$ cat src/hw/rtl/pgd_pkg.sv
`timescale 1ns / 1ps

package pgd_pkg;

   localparam logic       OP_START = 1'b0;
   localparam logic       OP_DATA  = 1'b1;

   localparam logic [1:0] CSR_SCREEN_WIDTH  = 2'd0;
   localparam logic [1:0] CSR_SCREEN_HEIGHT = 2'd1;

   localparam logic [11:0] SCREEN_WIDTH_RESET  = 12'd540;
   localparam logic [11:0] SCREEN_HEIGHT_RESET = 12'd960;

   localparam logic [15:0] INK_WHITE     = 16'hFFFF;
   localparam logic [15:0] INK_BLACK     = 16'h0000;
   localparam logic [15:0] LEVEL10_BLACK = 16'h294A;
   localparam logic [15:0] LEVEL11_BLACK = 16'h2108;

   localparam logic [2:0] LAST_BIT = 3'd0;
   localparam logic [2:0] FIRST_BIT = 3'd7;

   typedef enum logic [2:0] {
      ST_IDLE  = 3'b001,
      ST_SHIFT = 3'b010,
      ST_FLUSH = 3'b100
   } state_type;

   typedef struct packed {
      logic [11:0] x;
      logic [11:0] y;
      logic [15:0] color;
   } pixel_type;

   typedef struct packed {
      logic push;
      logic flush;
   } out_ctrl_type;

   typedef struct packed {
      logic hold_valid;
      logic can_push;
   } out_status_type;

   function automatic logic [15:0] ink_for(input logic [15:0] held, input logic level11);
      logic [15:0] colour;
      if (held == INK_WHITE) begin
         colour = INK_WHITE;
      end else if (held != INK_BLACK) begin
         colour = held;
      end else begin
         colour = level11 ? LEVEL11_BLACK : LEVEL10_BLACK;
      end
      return colour;
   endfunction

endpackage

$ cat src/hw/rtl/prefix_coded_glyph_pixel_decoder_top.sv
`timescale 1ns / 1ps
// Start item: accepted while idle, no result.
// Data byte: a transfer, then up to eight code bits from the byte shift register, each step
// held while a held pixel waits on a stalled result side, then a flush when the byte inked a pixel.
// First pixel of a byte appears once the next inked pixel or the end of the byte is reached.
// Synchronous active-high reset: no active glyph, screen 540 x 960, outputs empty.

module prefix_coded_glyph_pixel_decoder_top
   import pgd_pkg::*;
(
   input  logic        clock,
   input  logic        reset,
   input  logic        req_valid,
   output logic        req_ready,
   input  logic        req_op,
   input  logic [7:0]  req_glyph_w,
   input  logic [7:0]  req_glyph_h,
   input  logic [15:0] req_pen_x,
   input  logic [15:0] req_pen_y,
   input  logic [7:0]  req_x_offset,
   input  logic [7:0]  req_y_offset,
   input  logic [13:0] req_byte_count,
   input  logic [15:0] req_ink_color,
   input  logic [7:0]  req_data_byte,
   output logic        rsp_valid,
   input  logic        rsp_ready,
   output logic [11:0] rsp_pixel_x,
   output logic [11:0] rsp_pixel_y,
   output logic [15:0] rsp_pixel_color,
   output logic        rsp_last,
   input  logic        csr_valid,
   output logic        csr_ready,
   input  logic [1:0]  csr_index,
   input  logic [11:0] csr_data
);

   state_type      state_ff, state_in;
   logic [11:0]    screen_w_ff, screen_w_in;
   logic [11:0]    screen_h_ff, screen_h_in;
   logic [7:0]     cell_w_ff, cell_w_in;
   logic [7:0]     cell_h_ff, cell_h_in;
   logic [15:0]    origin_x_ff, origin_x_in;
   logic [15:0]    pos_x_ff, pos_x_in;
   logic [15:0]    pos_y_ff, pos_y_in;
   logic [7:0]     col_ff, col_in;
   logic [7:0]     row_ff, row_in;
   logic [13:0]    bytes_left_ff, bytes_left_in;
   logic           pending_ff, pending_in;
   logic           done_ff, done_in;
   logic [15:0]    color_ff, color_in;
   logic [7:0]     shift_ff, shift_in;
   logic [2:0]     bit_idx_ff, bit_idx_in;

   out_ctrl_type   out_ctrl;
   out_status_type out_status;
   pixel_type      pixel;

   logic           req_xfer;
   logic           step;
   logic           code_bit;
   logic           in_x, in_y;
   logic           emit;
   logic           advance;
   logic [7:0]     col_inc, row_inc;
   logic           row_wrap;
   logic           done_step;

   assign req_ready = (state_ff == ST_IDLE);
   assign req_xfer  = req_valid && req_ready;
   assign csr_ready = 1'b1;

   assign step     = (state_ff == ST_SHIFT) && (!out_status.hold_valid || out_status.can_push);
   assign code_bit = shift_ff[7];

   assign in_x = !pos_x_ff[15] && (pos_x_ff[14:12] == 3'd0) && (pos_x_ff[11:0] < screen_w_ff);
   assign in_y = !pos_y_ff[15] && (pos_y_ff[14:12] == 3'd0) && (pos_y_ff[11:0] < screen_h_ff);

   assign emit    = step && pending_ff && in_x && in_y;
   assign advance = step && (pending_ff || !code_bit);

   assign col_inc   = col_ff + 8'd1;
   assign row_inc   = row_ff + 8'd1;
   assign row_wrap  = (col_inc >= cell_w_ff);
   assign done_step = advance && row_wrap && (row_inc >= cell_h_ff);

   assign pixel.x     = pos_x_ff[11:0];
   assign pixel.y     = pos_y_ff[11:0];
   assign pixel.color = ink_for(color_ff, code_bit);

   assign out_ctrl.push  = emit;
   assign out_ctrl.flush = (state_ff == ST_FLUSH) && out_status.can_push;

   always_comb begin
      screen_w_in = screen_w_ff;
      screen_h_in = screen_h_ff;
      if (csr_valid && csr_ready) begin
         case (csr_index)
            CSR_SCREEN_WIDTH:  screen_w_in = csr_data;
            CSR_SCREEN_HEIGHT: screen_h_in = csr_data;
            default: ;
         endcase
      end
   end

   always_comb begin
      state_in      = state_ff;
      cell_w_in     = cell_w_ff;
      cell_h_in     = cell_h_ff;
      origin_x_in   = origin_x_ff;
      pos_x_in      = pos_x_ff;
      pos_y_in      = pos_y_ff;
      col_in        = col_ff;
      row_in        = row_ff;
      bytes_left_in = bytes_left_ff;
      pending_in    = pending_ff;
      done_in       = done_ff;
      color_in      = color_ff;
      shift_in      = shift_ff;
      bit_idx_in    = bit_idx_ff;

      case (state_ff)
         ST_IDLE: begin
            if (req_xfer) begin
               if (req_op == OP_START) begin
                  cell_w_in     = req_glyph_w;
                  cell_h_in     = req_glyph_h;
                  origin_x_in   = req_pen_x + {{8{req_x_offset[7]}}, req_x_offset};
                  pos_x_in      = req_pen_x + {{8{req_x_offset[7]}}, req_x_offset};
                  pos_y_in      = req_pen_y + {{8{req_y_offset[7]}}, req_y_offset};
                  bytes_left_in = req_byte_count;
                  color_in      = req_ink_color;
                  col_in        = 8'd0;
                  row_in        = 8'd0;
                  pending_in    = 1'b0;
                  done_in       = (req_glyph_w == 8'd0) || (req_glyph_h == 8'd0)
                                  || (req_byte_count == 14'd0);
               end else if (!done_ff && (bytes_left_ff != 14'd0)) begin
                  shift_in      = req_data_byte;
                  bit_idx_in    = FIRST_BIT;
                  bytes_left_in = bytes_left_ff - 14'd1;
                  state_in      = ST_SHIFT;
               end
            end
         end
         ST_SHIFT: begin
            if (step) begin
               shift_in   = {shift_ff[6:0], 1'b0};
               bit_idx_in = bit_idx_ff - 3'd1;
               pending_in = !pending_ff && code_bit;
               if (advance) begin
                  if (row_wrap) begin
                     col_in   = 8'd0;
                     row_in   = row_inc;
                     pos_x_in = origin_x_ff;
                     pos_y_in = pos_y_ff + 16'd1;
                  end else begin
                     col_in   = col_inc;
                     pos_x_in = pos_x_ff + 16'd1;
                  end
               end
               if (done_step) begin
                  done_in = 1'b1;
               end
               if ((bit_idx_ff == LAST_BIT) || done_step) begin
                  // drop a dangling prefix once the byte budget is spent
                  if (bytes_left_ff == 14'd0) begin
                     done_in    = 1'b1;
                     pending_in = 1'b0;
                  end
                  state_in = (out_status.hold_valid || emit) ? ST_FLUSH : ST_IDLE;
               end
            end
         end
         ST_FLUSH: begin
            if (out_status.can_push) begin
               state_in = ST_IDLE;
            end
         end
         default: begin
            state_in = ST_IDLE;
         end
      endcase
   end

   always_ff @(posedge clock) begin
      if (reset) begin
         state_ff      <= ST_IDLE;
         screen_w_ff   <= SCREEN_WIDTH_RESET;
         screen_h_ff   <= SCREEN_HEIGHT_RESET;
         cell_w_ff     <= 8'd0;
         cell_h_ff     <= 8'd0;
         origin_x_ff   <= 16'd0;
         pos_x_ff      <= 16'd0;
         pos_y_ff      <= 16'd0;
         col_ff        <= 8'd0;
         row_ff        <= 8'd0;
         bytes_left_ff <= 14'd0;
         pending_ff    <= 1'b0;
         done_ff       <= 1'b1;
         color_ff      <= 16'd0;
      end else begin
         state_ff      <= state_in;
         screen_w_ff   <= screen_w_in;
         screen_h_ff   <= screen_h_in;
         cell_w_ff     <= cell_w_in;
         cell_h_ff     <= cell_h_in;
         origin_x_ff   <= origin_x_in;
         pos_x_ff      <= pos_x_in;
         pos_y_ff      <= pos_y_in;
         col_ff        <= col_in;
         row_ff        <= row_in;
         bytes_left_ff <= bytes_left_in;
         pending_ff    <= pending_in;
         done_ff       <= done_in;
         color_ff      <= color_in;
      end
      shift_ff   <= shift_in;
      bit_idx_ff <= bit_idx_in;
   end

   pgd_out_stage u_out_stage (
      .clock           (clock),
      .reset           (reset),
      .ctrl            (out_ctrl),
      .pixel           (pixel),
      .status          (out_status),
      .rsp_valid       (rsp_valid),
      .rsp_ready       (rsp_ready),
      .rsp_pixel_x     (rsp_pixel_x),
      .rsp_pixel_y     (rsp_pixel_y),
      .rsp_pixel_color (rsp_pixel_color),
      .rsp_last        (rsp_last)
   );

endmodule

$ cat src/hw/rtl/pgd_out_stage.sv
`timescale 1ns / 1ps

module pgd_out_stage
   import pgd_pkg::*;
(
   input  logic           clock,
   input  logic           reset,
   input  out_ctrl_type   ctrl,
   input  pixel_type      pixel,
   output out_status_type status,
   output logic           rsp_valid,
   input  logic           rsp_ready,
   output logic [11:0]    rsp_pixel_x,
   output logic [11:0]    rsp_pixel_y,
   output logic [15:0]    rsp_pixel_color,
   output logic           rsp_last
);

   logic      hold_valid_ff, hold_valid_in;
   pixel_type hold_ff, hold_in;
   logic      rsp_valid_ff, rsp_valid_in;
   pixel_type rsp_ff, rsp_in;
   logic      rsp_last_ff, rsp_last_in;
   logic      can_push;
   logic      move;

   assign can_push = !rsp_valid_ff || rsp_ready;
   assign move     = hold_valid_ff && (ctrl.push || ctrl.flush);

   always_comb begin
      hold_valid_in = hold_valid_ff;
      hold_in       = hold_ff;
      rsp_valid_in  = rsp_valid_ff && !rsp_ready;
      rsp_in        = rsp_ff;
      rsp_last_in   = rsp_last_ff;
      // hand the held pixel on; only the flush knows it closes the byte
      if (move) begin
         rsp_valid_in = 1'b1;
         rsp_in       = hold_ff;
         rsp_last_in  = ctrl.flush;
      end
      if (ctrl.push) begin
         hold_valid_in = 1'b1;
         hold_in       = pixel;
      end else if (ctrl.flush) begin
         hold_valid_in = 1'b0;
      end
   end

   always_ff @(posedge clock) begin
      if (reset) begin
         hold_valid_ff <= 1'b0;
         rsp_valid_ff  <= 1'b0;
      end else begin
         hold_valid_ff <= hold_valid_in;
         rsp_valid_ff  <= rsp_valid_in;
      end
      hold_ff     <= hold_in;
      rsp_ff      <= rsp_in;
      rsp_last_ff <= rsp_last_in;
   end

   assign status.hold_valid = hold_valid_ff;
   assign status.can_push   = can_push;
   assign rsp_valid         = rsp_valid_ff;
   assign rsp_pixel_x       = rsp_ff.x;
   assign rsp_pixel_y       = rsp_ff.y;
   assign rsp_pixel_color   = rsp_ff.color;
   assign rsp_last          = rsp_last_ff;

endmodule
$ cat config.mk
export PLATFORM = sky130hd
export DESIGN_NAME = prefix_coded_glyph_pixel_decoder_top
export DESIGN_NICKNAME = d
export VERILOG_FILES = /design/src/hw/rtl/pgd_pkg.sv /design/src/hw/rtl/prefix_coded_glyph_pixel_decoder_top.sv /design/src/hw/rtl/pgd_out_stage.sv
export SDC_FILE = /design/constraint.sdc
export NUM_CORES = 1
export LEC_CHECK = 0
export BUFFER_PORTS_ARGS = -buffer_cell sky130_fd_sc_hd__buf_2
export CELL_PAD_IN_SITES_DETAIL_PLACEMENT = 0
export CELL_PAD_IN_SITES_GLOBAL_PLACEMENT = 1
export CORE_MARGIN = 8
export CORE_UTILIZATION = 45
export CTS_BUF_LIST = sky130_fd_sc_hd__clkbuf_2 sky130_fd_sc_hd__clkbuf_4 sky130_fd_sc_hd__clkbuf_8
export DETAILED_ROUTE_END_ITERATION = 16
export PLACE_DENSITY = 0.79
export RECOVER_POWER = 100
export SETUP_SLACK_MARGIN = 0.3
export SLEW_MARGIN = 20
export SYNTH_ARGS = -nofsm -noshare
export SYNTH_HDL_FRONTEND = slang
export SYNTH_SLANG_ARGS = --single-unit
$ cat constraint.sdc
create_clock -name clock -period 5.95 [get_ports clock]
set_input_delay 0 -clock clock [delete_from_list [all_inputs] [get_ports clock]]
set_output_delay 0 -clock clock [all_outputs]
set_load 0.05 [all_outputs]
==> results.md, run 1 <==
| Quantity | Reported |
| --- | --- |
| DRT Pass-1 Iters | 5 |
| Area of the core region | 0.0267 mm² |
| Routed len/inst | 16.6 µm |
| Vias after detailed routing | 10700 |
| Mean cell area of the mapped netlist | 8.84 µm² |
| Post-detailed-routing wire length | 33100 µm |
| Series of cell instances along the critical path | or3b_1, clkbuf_1, a21o_4, nor3_1, nand4_1, a2111oi_0, o21a_2 |
| Proportion of synthesized chip area in sequential cells | 0.461 |
| Warnings from Yosys | 0 |
| Number of antenna cells inserted | 0 |
| Count of routing violations after the opening detailed-route iteration | 669 |
| Delay contributed by the slowest stage of the critical path | 930 ps |
| Kind of start point of the critical path | flip-flop |
| Wire length of the first global-routing pass | 53700 µm |
| Cell Int Power | 0.00286 W |
| Max Transition Viols Final | 137 |
| Final #Nets | 1818 |
| Arrival time at the worst endpoint | 4510 ps |
| Outcome | complete, but fails checks |
| Flip-flop and latch count after synthesis | 233 |
| Logic pwr share | 0.162 |
| Worst-skew pair later-pin latency | 540 ps |
| Level count of the clock H-tree | 2 |
| Critical path class | reg2reg |
| Post-Synthesis Net Count | 1569 |
| Number of buffers added by the clock tree synthesis step | 40 |
| Cell at the root of the clock tree | sky130_fd_sc_hd__clkbuf_8 |
| Final Skew | 18.8 ps |
| Area of the mapped netlist | 0.0121 mm² |
| Die area | 0.0324 mm² |
| Max Cap Viol | 4 |
| Cells after synthesis | 1370 |
| Largest delay contributor family on the critical path | compound AO/OA/AOI/OAI gates |
| Area grow syn2layout | 23.7% |
| DR DRC count | 0 |
| Remaining antenna violation count | 0 |
| Highest fanout seen on the critical path | 42 |
| Failing checks | capacitance limit, slew limit |
| Setup repair after global routing missed its margin | false |
| Share of async-settable or async-resettable flops after synthesis | 0 |
| Time the final worst path needs with I/O delays and setup | 4360 ps |
| Post-Route Utilization | 0.562 |
| Half-perimeter wire length of the detailed placement result | 22300 µm |
| Biggest area contributors in the synthesized netlist | sky130_fd_sc_hd__dfxtp_1, sky130_fd_sc_hd__edfxtp_1, sky130_fd_sc_hd__ha_1 |
| Least-Margin Pin Slew | 2240 ps |
| Post-synth top area cell | sky130_fd_sc_hd__dfxtp_1 |
| CTS max path bufs | 3 |
| Crit path buffers/inverters | 1 |
| Library cells used by synthesis | 63 |
| Number of enable flip-flop cells after synthesis | 92 |
| GPL Wtd Cong | 0.827 |
| Top_reg_cell synth | sky130_fd_sc_hd__dfxtp_1 |
| Sort of element at the end of the critical path | flip-flop |
| Maximum number of pins on one net before global-route repair | 99 |
| Most used cells in the layout excluding fill and tap cells | sky130_fd_sc_hd__nand2_1, sky130_fd_sc_hd__a21oi_1, sky130_fd_sc_hd__dfxtp_1 |
| Slack of the critical path | 1590 ps |
| Initial antenna violation count | 0 |
| Power per unit of standard cell area | 263 mW/mm² |
| Post-route clock period utilization | 0.732 |
| I/O pin total | 166 |
| Clock slew at the register clock pins of the worst setup and hold paths | 60 ps |
| Total track usage | 0.198 |
| Starting density of the core | 0.454 |
| Non-filler instance count after layout | 1990 |
| Switching share of total power | 0.274 |
| Proportion of layout cells with a drive suffix above 1 | 0.127 |
| Number of hold-slack violations in the final timing report | 0 |
| Aggregate negative setup slack | 0 ps |
| Highest attainable clock frequency | 230 MHz |
| Number of instances resized during post-cts repair | 0 |
| Clock Sinks | 233 |
| GRT overflow | 0 |
| # setup viols final | 0 |
| TritonCTS clock tree | yes |
| Area share of the leading cell type in the synthesized netlist | 0.233 |
| # port buffers | 164 |
| Vert. Die Dim | 180 µm |
| Die X-Extent | 180 µm |
| CP max-delay cell | sky130_fd_sc_hd__o21a_2 |
| Pre-CTS setup slack | 2300 ps |
| Number of vias per cell after detailed routing | 5.36 |
| Worst slew margin relative to its limit | -0.496 |
| Clock share of power | 0.385 |
| Number of global-route vias before repair | 10600 |
| Hold WC Path Type | in2reg |
| Reg power frac | 0.453 |
| Commonest non-fill, non-tap cell in the layout | sky130_fd_sc_hd__nand2_1 |
| Number of core rows | 60 |
| Total placed cells including tap cells | 1814 |
| Leakage power total | 5.92 nW |
| Worst endpoint required time | 6100 ps |
| VDD IR-drop max | 0.000117 V |
| Psw | 0.00108 W |
[sequential cells by signal (all words and copies together), names as in the netlist, 14 cells and up]
| name | cells |
|---|---|
| u_out_stage.hold_ff | 40 |
| color_ff | 16 |
| origin_x_ff | 16 |
| pos_x_ff | 16 |
| pos_y_ff | 16 |
| u_out_stage.rsp_pixel_color | 16 |
| bytes_left_ff | 14 |
[cell families after synthesis]
| logic type | synth area share |
|---|---|
| buf+inv | 0.0425 |
| mux | 0.00424 |
| xor+xnor | 0.0354 |
| other cells | 0.000310 |
| simple gates | 0.197 |
| compound gates | 0.178 |
| flops | 0.461 |
| fa+ha+maj | 0.0808 |
[metal layers]
layer	vias to the layer above	GRT usage	share of wire
li1	5396	-	-
met1	4937	0.264	0.47
met2	283	0.322	0.45
met3	47	0.0415	0.060
met4	0	0.0532	0.017
met5	-	0	0
[path summary, 6_finish.rpt]
check                     startpoint                    endpoint  slack (ps)  cells after the start
max                      state_ff[1]  u_out_stage.rsp_pixel_y[5]        1590                      7
min                     req_pen_x[6]              origin_x_ff[6]          30                      5
max reg2reg              state_ff[1]  u_out_stage.rsp_pixel_y[5]        1590                      7
min reg2reg  u_out_stage.hold_ff[17]  u_out_stage.rsp_pixel_y[1]         420                      0
[worst register-to-register path: stages (launching register included)]
cell and delay [ps]:
sky130_fd_sc_hd__dfxtp_1 370, sky130_fd_sc_hd__or3b_1 650, sky130_fd_sc_hd__clkbuf_1 600, sky130_fd_sc_hd__a21o_4 420
sky130_fd_sc_hd__nor3_1 190, sky130_fd_sc_hd__nand4_1 100, sky130_fd_sc_hd__a2111oi_0 680, sky130_fd_sc_hd__o21a_2 930
[stage by stage]
stage               cell area [µm²]  total power (W)  hold slack (ps)
finish                        15000          0.00393             32.7
detailed placement            13200          0.00239              257
CTS                           15100          0.00396             12.1
global placement              13200          0.00238              247
floorplan                     12100          0.00220              136
global route                  15000          0.00412             46.8
[area by class of cell]
type,count,area [µm²]
fill,2469,11700
timing repair buffer,276,1870
sequential,233,5590
multi-input combinational,1002,6010
inverter,66,248
clock buffer,63,767
clock inverter,9,70.1
tap,341,427
[Yosys cell counts, types with 3 or more instances]
cell	count
sky130_fd_sc_hd__a2111oi_0	5
sky130_fd_sc_hd__a211o_1	4
sky130_fd_sc_hd__a211oi_1	35
sky130_fd_sc_hd__a21o_1	19
sky130_fd_sc_hd__a21oi_1	146
sky130_fd_sc_hd__a22oi_1	7
sky130_fd_sc_hd__a311o_1	3
sky130_fd_sc_hd__a311oi_1	5
sky130_fd_sc_hd__a31oi_1	9
sky130_fd_sc_hd__and2_1	4
sky130_fd_sc_hd__and3_1	15
sky130_fd_sc_hd__and4_1	6
sky130_fd_sc_hd__buf_1	3
sky130_fd_sc_hd__buf_2	3
sky130_fd_sc_hd__clkbuf_1	62
sky130_fd_sc_hd__dfxtp_1	141
sky130_fd_sc_hd__edfxtp_1	92
sky130_fd_sc_hd__ha_1	75
sky130_fd_sc_hd__inv_1	66
sky130_fd_sc_hd__mux2i_1	4
sky130_fd_sc_hd__nand2_1	236
sky130_fd_sc_hd__nand2b_1	10
sky130_fd_sc_hd__nand3_1	32
sky130_fd_sc_hd__nand3b_1	3
sky130_fd_sc_hd__nand4_1	18
sky130_fd_sc_hd__nor2_1	106
sky130_fd_sc_hd__nor2b_1	12
sky130_fd_sc_hd__nor3_1	32
sky130_fd_sc_hd__nor3b_1	6
sky130_fd_sc_hd__nor4_1	23
sky130_fd_sc_hd__o211a_1	3
sky130_fd_sc_hd__o211ai_1	18
sky130_fd_sc_hd__o21a_1	10
sky130_fd_sc_hd__o21ai_0	56
sky130_fd_sc_hd__o22ai_1	4
sky130_fd_sc_hd__o31ai_1	4
sky130_fd_sc_hd__or2_2	3
sky130_fd_sc_hd__or3_1	6
sky130_fd_sc_hd__or3b_2	3
sky130_fd_sc_hd__or4_1	4
sky130_fd_sc_hd__xnor2_1	30
sky130_fd_sc_hd__xor2_1	19
[power groups by stage]
stage               Combinational [W]  Sequential [W]  Clock [W]
finish                       0.000636         0.00178    0.00151
global route                 0.000715         0.00179    0.00161
CTS                          0.000633         0.00178    0.00155
detailed placement           0.000573         0.00181          0
global placement             0.000565         0.00181          0
floorplan                    0.000412         0.00179          0
[what timing repair did]
action,in CTS,in global routing
buffers inserted,0,0
hold buffers,103,0
hold endpoints to repair,98,0
Note: power is estimated with default switching activity, not from simulation.
==> inputs of run 2 (changes only) <==
--- a/config.mk
+++ b/config.mk
@@ -9,10 +9,10 @@
 export CELL_PAD_IN_SITES_DETAIL_PLACEMENT = 0
 export CELL_PAD_IN_SITES_GLOBAL_PLACEMENT = 1
 export CORE_MARGIN = 8
-export CORE_UTILIZATION = 45
+export CORE_UTILIZATION = 41
 export CTS_BUF_LIST = sky130_fd_sc_hd__clkbuf_2 sky130_fd_sc_hd__clkbuf_4 sky130_fd_sc_hd__clkbuf_8
 export DETAILED_ROUTE_END_ITERATION = 16
-export PLACE_DENSITY = 0.79
+export PLACE_DENSITY = 0.76
 export RECOVER_POWER = 100
 export SETUP_SLACK_MARGIN = 0.3
 export SLEW_MARGIN = 20
==> constraint.sdc (replaced) <==
create_clock -name clock -period 3.6 [get_ports clock]
set_input_delay 0 -clock clock [delete_from_list [all_inputs] [get_ports clock]]
set_output_delay 0 -clock clock [all_outputs]
set_load 0.05 [all_outputs]
==> results.md, run 2 (synthesized netlist as in run 1, its figures left out) <==
| Quantity | Reported | vs previous |
| --- | --- | --- |
| Outcome | complete, but fails checks |  |
| Failing checks | capacitance limit, slew limit |  |
| Vias after detailed routing | 10800 | +1.4% |
| Die area | 0.0353 mm² | +8.9% |
| Wire length of the first global-routing pass | 54500 µm | +1.3% |
| Register name with the most flops | u_out_stage.hold_ff |  |
| Vert. Die Dim | 188 µm | +4.3% |
| Cell count of the worst hold path | 5 | unchanged |
| Switching share of total power | 0.274 | +0.000393 |
| Remaining antenna violation count | 0 | unchanged |
| Sort of element at the end of the critical path | flip-flop |  |
| Total track usage | 0.186 | -0.0118 |
| Logic pwr share | 0.166 | +0.004 |
| Area of the core region | 0.0293 mm² | +10% |
| Highest fanout seen on the critical path | 42 | unchanged |
| Clock slew at the register clock pins of the worst setup and hold paths | 60 ps | about the same |
| Level count of the clock H-tree | 2 | unchanged |
| Number of vias per cell after detailed routing | 5.23 | -2.4% |
| FF-to-FF path depth | 8 | +1 |
| DR DRC count | 0 | unchanged |
| Leakage power total | 5.98 nW | +1.1% |
| Proportion of layout cells with a drive suffix above 1 | 0.129 | +0.00213 |
| Number of buffers added by the clock tree synthesis step | 40 | unchanged |
| Most used cells in the layout excluding fill and tap cells | sky130_fd_sc_hd__nand2_1, sky130_fd_sc_hd__a21oi_1, sky130_fd_sc_hd__dfxtp_1 |  |
| Post-detailed-routing wire length | 33700 µm | +1.7% |
| Area grow syn2layout | 25.7% |  |
| Total placed cells including tap cells | 1885 | +3.9% |
| Power per unit of standard cell area | 431 mW/mm² | +64% |
| Number of global-route vias before repair | 10700 | +1.2% |
| Final #Nets | 1844 | +1.4% |
| Routed len/inst | 16.3 µm | -2.0% |
| # port buffers | 164 | unchanged |
| Setup slack on the worst flop-to-flop path | 380 ps | -1210 ps |
| Psw | 0.00180 W | +67% |
| Setup repair after global routing missed its margin | false |  |
| Number of antenna cells inserted | 0 | unchanged |
| Commonest non-fill, non-tap cell in the layout | sky130_fd_sc_hd__nand2_1 |  |
| Die X-Extent | 188 µm | +4.3% |
| Number of flip-flops in the largest register | 40 | unchanged |
| Pre-CTS setup slack | 480 ps | -1820 ps |
| Count of routing violations after the opening detailed-route iteration | 723 | +8.1% |
| I/O pin total | 166 | unchanged |
| VDD IR-drop max | 0.000177 V | +52% |
| Non-filler instance count after layout | 2066 | +3.8% |
| Cell at the root of the clock tree | sky130_fd_sc_hd__clkbuf_8 |  |
| Cell Int Power | 0.00477 W | +67% |
| Worst reg2reg endpoint | u_out_stage.rsp_pixel_x[6] |  |
| GPL Wtd Cong | 0.876 | +6.0% |
| Max Transition Viols Final | 75 | -45% |
| Least-Margin Pin Slew | 1870 ps | -372 ps |
| Number of hold-slack violations in the final timing report | 0 | unchanged |
| Clock share of power | 0.388 | +0.003 |
| Post-route clock period utilization | 0.894 | +0.162 |
| Reg power frac | 0.446 | -0.007 |
| Starting density of the core | 0.413 | -0.0414 |
| # setup viols final | 0 | unchanged |
| Clock Sinks | 233 | unchanged |
| Arrival time at the worst endpoint | 3360 ps | -1150 ps |
| TritonCTS clock tree | yes |  |
| Hold Crit Endpoint | bytes_left_ff[9] |  |
| Highest attainable clock frequency | 311 MHz | +35% |
| GRT overflow | 0 | unchanged |
| Initial antenna violation count | 0 | unchanged |
| Worst-skew pair later-pin latency | 550 ps | about the same |
| Slack of the critical path | 383 ps | -1210 ps |
| Number of core rows | 63 | +5.0% |
| Aggregate negative setup slack | 0 ps | unchanged |
| Max Cap Viol | 2 | -2 |
| Half-perimeter wire length of the detailed placement result | 23800 µm | +6.5% |
| CTS max path bufs | 3 | unchanged |
| Worst slew margin relative to its limit | -0.248 | +0.248 |
| Worst reg2reg startpoint | pos_x_ff[11] |  |
| Hold WC Path Type | in2reg |  |
| Worst min-delay path startpoint | req_op |  |
| DRT Pass-1 Iters | 7 | +2 |
| Critical path class | reg2reg |  |
| Worst endpoint required time | 3740 ps | -2360 ps |
| Maximum number of pins on one net before global-route repair | 60 | -39% |
| Kind of start point of the critical path | flip-flop |  |
| Time the final worst path needs with I/O delays and setup | 3220 ps | -1140 ps |
| Final Skew | 30.1 ps | +11.4 ps |
run 2: cell types whose count changed in the layout (fill, tap and decap cells not counted), moves of 2 or more:
cell and change:
sky130_fd_sc_hd__clkbuf_1 +17, sky130_fd_sc_hd__clkbuf_4 -4, sky130_fd_sc_hd__buf_4 +3, sky130_fd_sc_hd__clkinv_2 +3, sky130_fd_sc_hd__dlygate4sd3_1 +3, sky130_fd_sc_hd__buf_12 +2, sky130_fd_sc_hd__clkbuf_2 +2
run 2: power groups by stage:
stage / clock, W / combinational, W / sequential, W
after floorplan: 0 / 0.000681 / 0.00296
after global placement: 0 / 0.000980 / 0.00298
after detailed placement: 0 / 0.000993 / 0.00298
after CTS: 0.00260 / 0.00109 / 0.00293
after global routing: 0.00273 / 0.00122 / 0.00294
final: 0.00255 / 0.00109 / 0.00293
run 2: critical path: stages (launching register included):
cell and delay, ps:
sky130_fd_sc_hd__dfxtp_1 540, sky130_fd_sc_hd__ha_1 340, sky130_fd_sc_hd__a22oi_1 240, sky130_fd_sc_hd__nand2_1 90, sky130_fd_sc_hd__nor3_2 100, sky130_fd_sc_hd__nand4_1 180
sky130_fd_sc_hd__a2111oi_4 380, sky130_fd_sc_hd__o21a_2 170, sky130_fd_sc_hd__clkbuf_2 750
run 2: timing repair:
item	in CTS	in global routing
endpoints found under the hold margin	103	0
gates resized for setup	0	8
buffers inserted	0	2
setup endpoints to repair	0	20
hold buffers	106	0
run 2: worst max path at each step:
stage	slack [ps]	start	to	cells past startpoint
after floorplan	340	pos_x_ff[1]	u_out_stage.hold_ff[0]	6
after global placement	570	col_ff[2]	col_ff[2]	13
after detailed placement	480	col_ff[2]	col_ff[2]	13
after CTS	440	col_ff[2]	col_ff[3]	13
after global routing	170	pos_x_ff[11]	u_out_stage.rsp_pixel_x[6]	8
final	380	pos_x_ff[11]	u_out_stage.rsp_pixel_x[6]	8
run 2: through the flow:
step / power [W] / instance area [µm²] / hold WS [ps] / utilization
finish: 0.00656 / 15200 / 33.6 / 0.519
global route: 0.00689 / 15200 / 40.3 / 0.519
CTS: 0.00662 / 15300 / 14.4 / 0.523
detailed placement: 0.00397 / 13400 / 258 / 0.458
global placement: 0.00396 / 13400 / 257 / 0.458
floorplan: 0.00364 / 12100 / 136 / -
run 2: area by class of cell:
type / count / area [µm²]
Fill cell: 2846 / 14100
Clock inverter: 14 / 119
Sequential cell: 233 / 5590
Inverter: 66 / 248
Timing Repair Buffer: 302 / 2010
Tap cell: 390 / 488
Clock buffer: 59 / 737
Multi-Input combinational cell: 1002 / 6030
run 2: routing by layer:
metal / GRT usage / vias to the layer above / part of all wire
li1: - / 5452 / -
met1: 0.251 / 5012 / 0.48
met2: 0.288 / 278 / 0.43
met3: 0.0397 / 65 / 0.056
met4: 0.0724 / 0 / 0.030
met5: 0 / - / 0
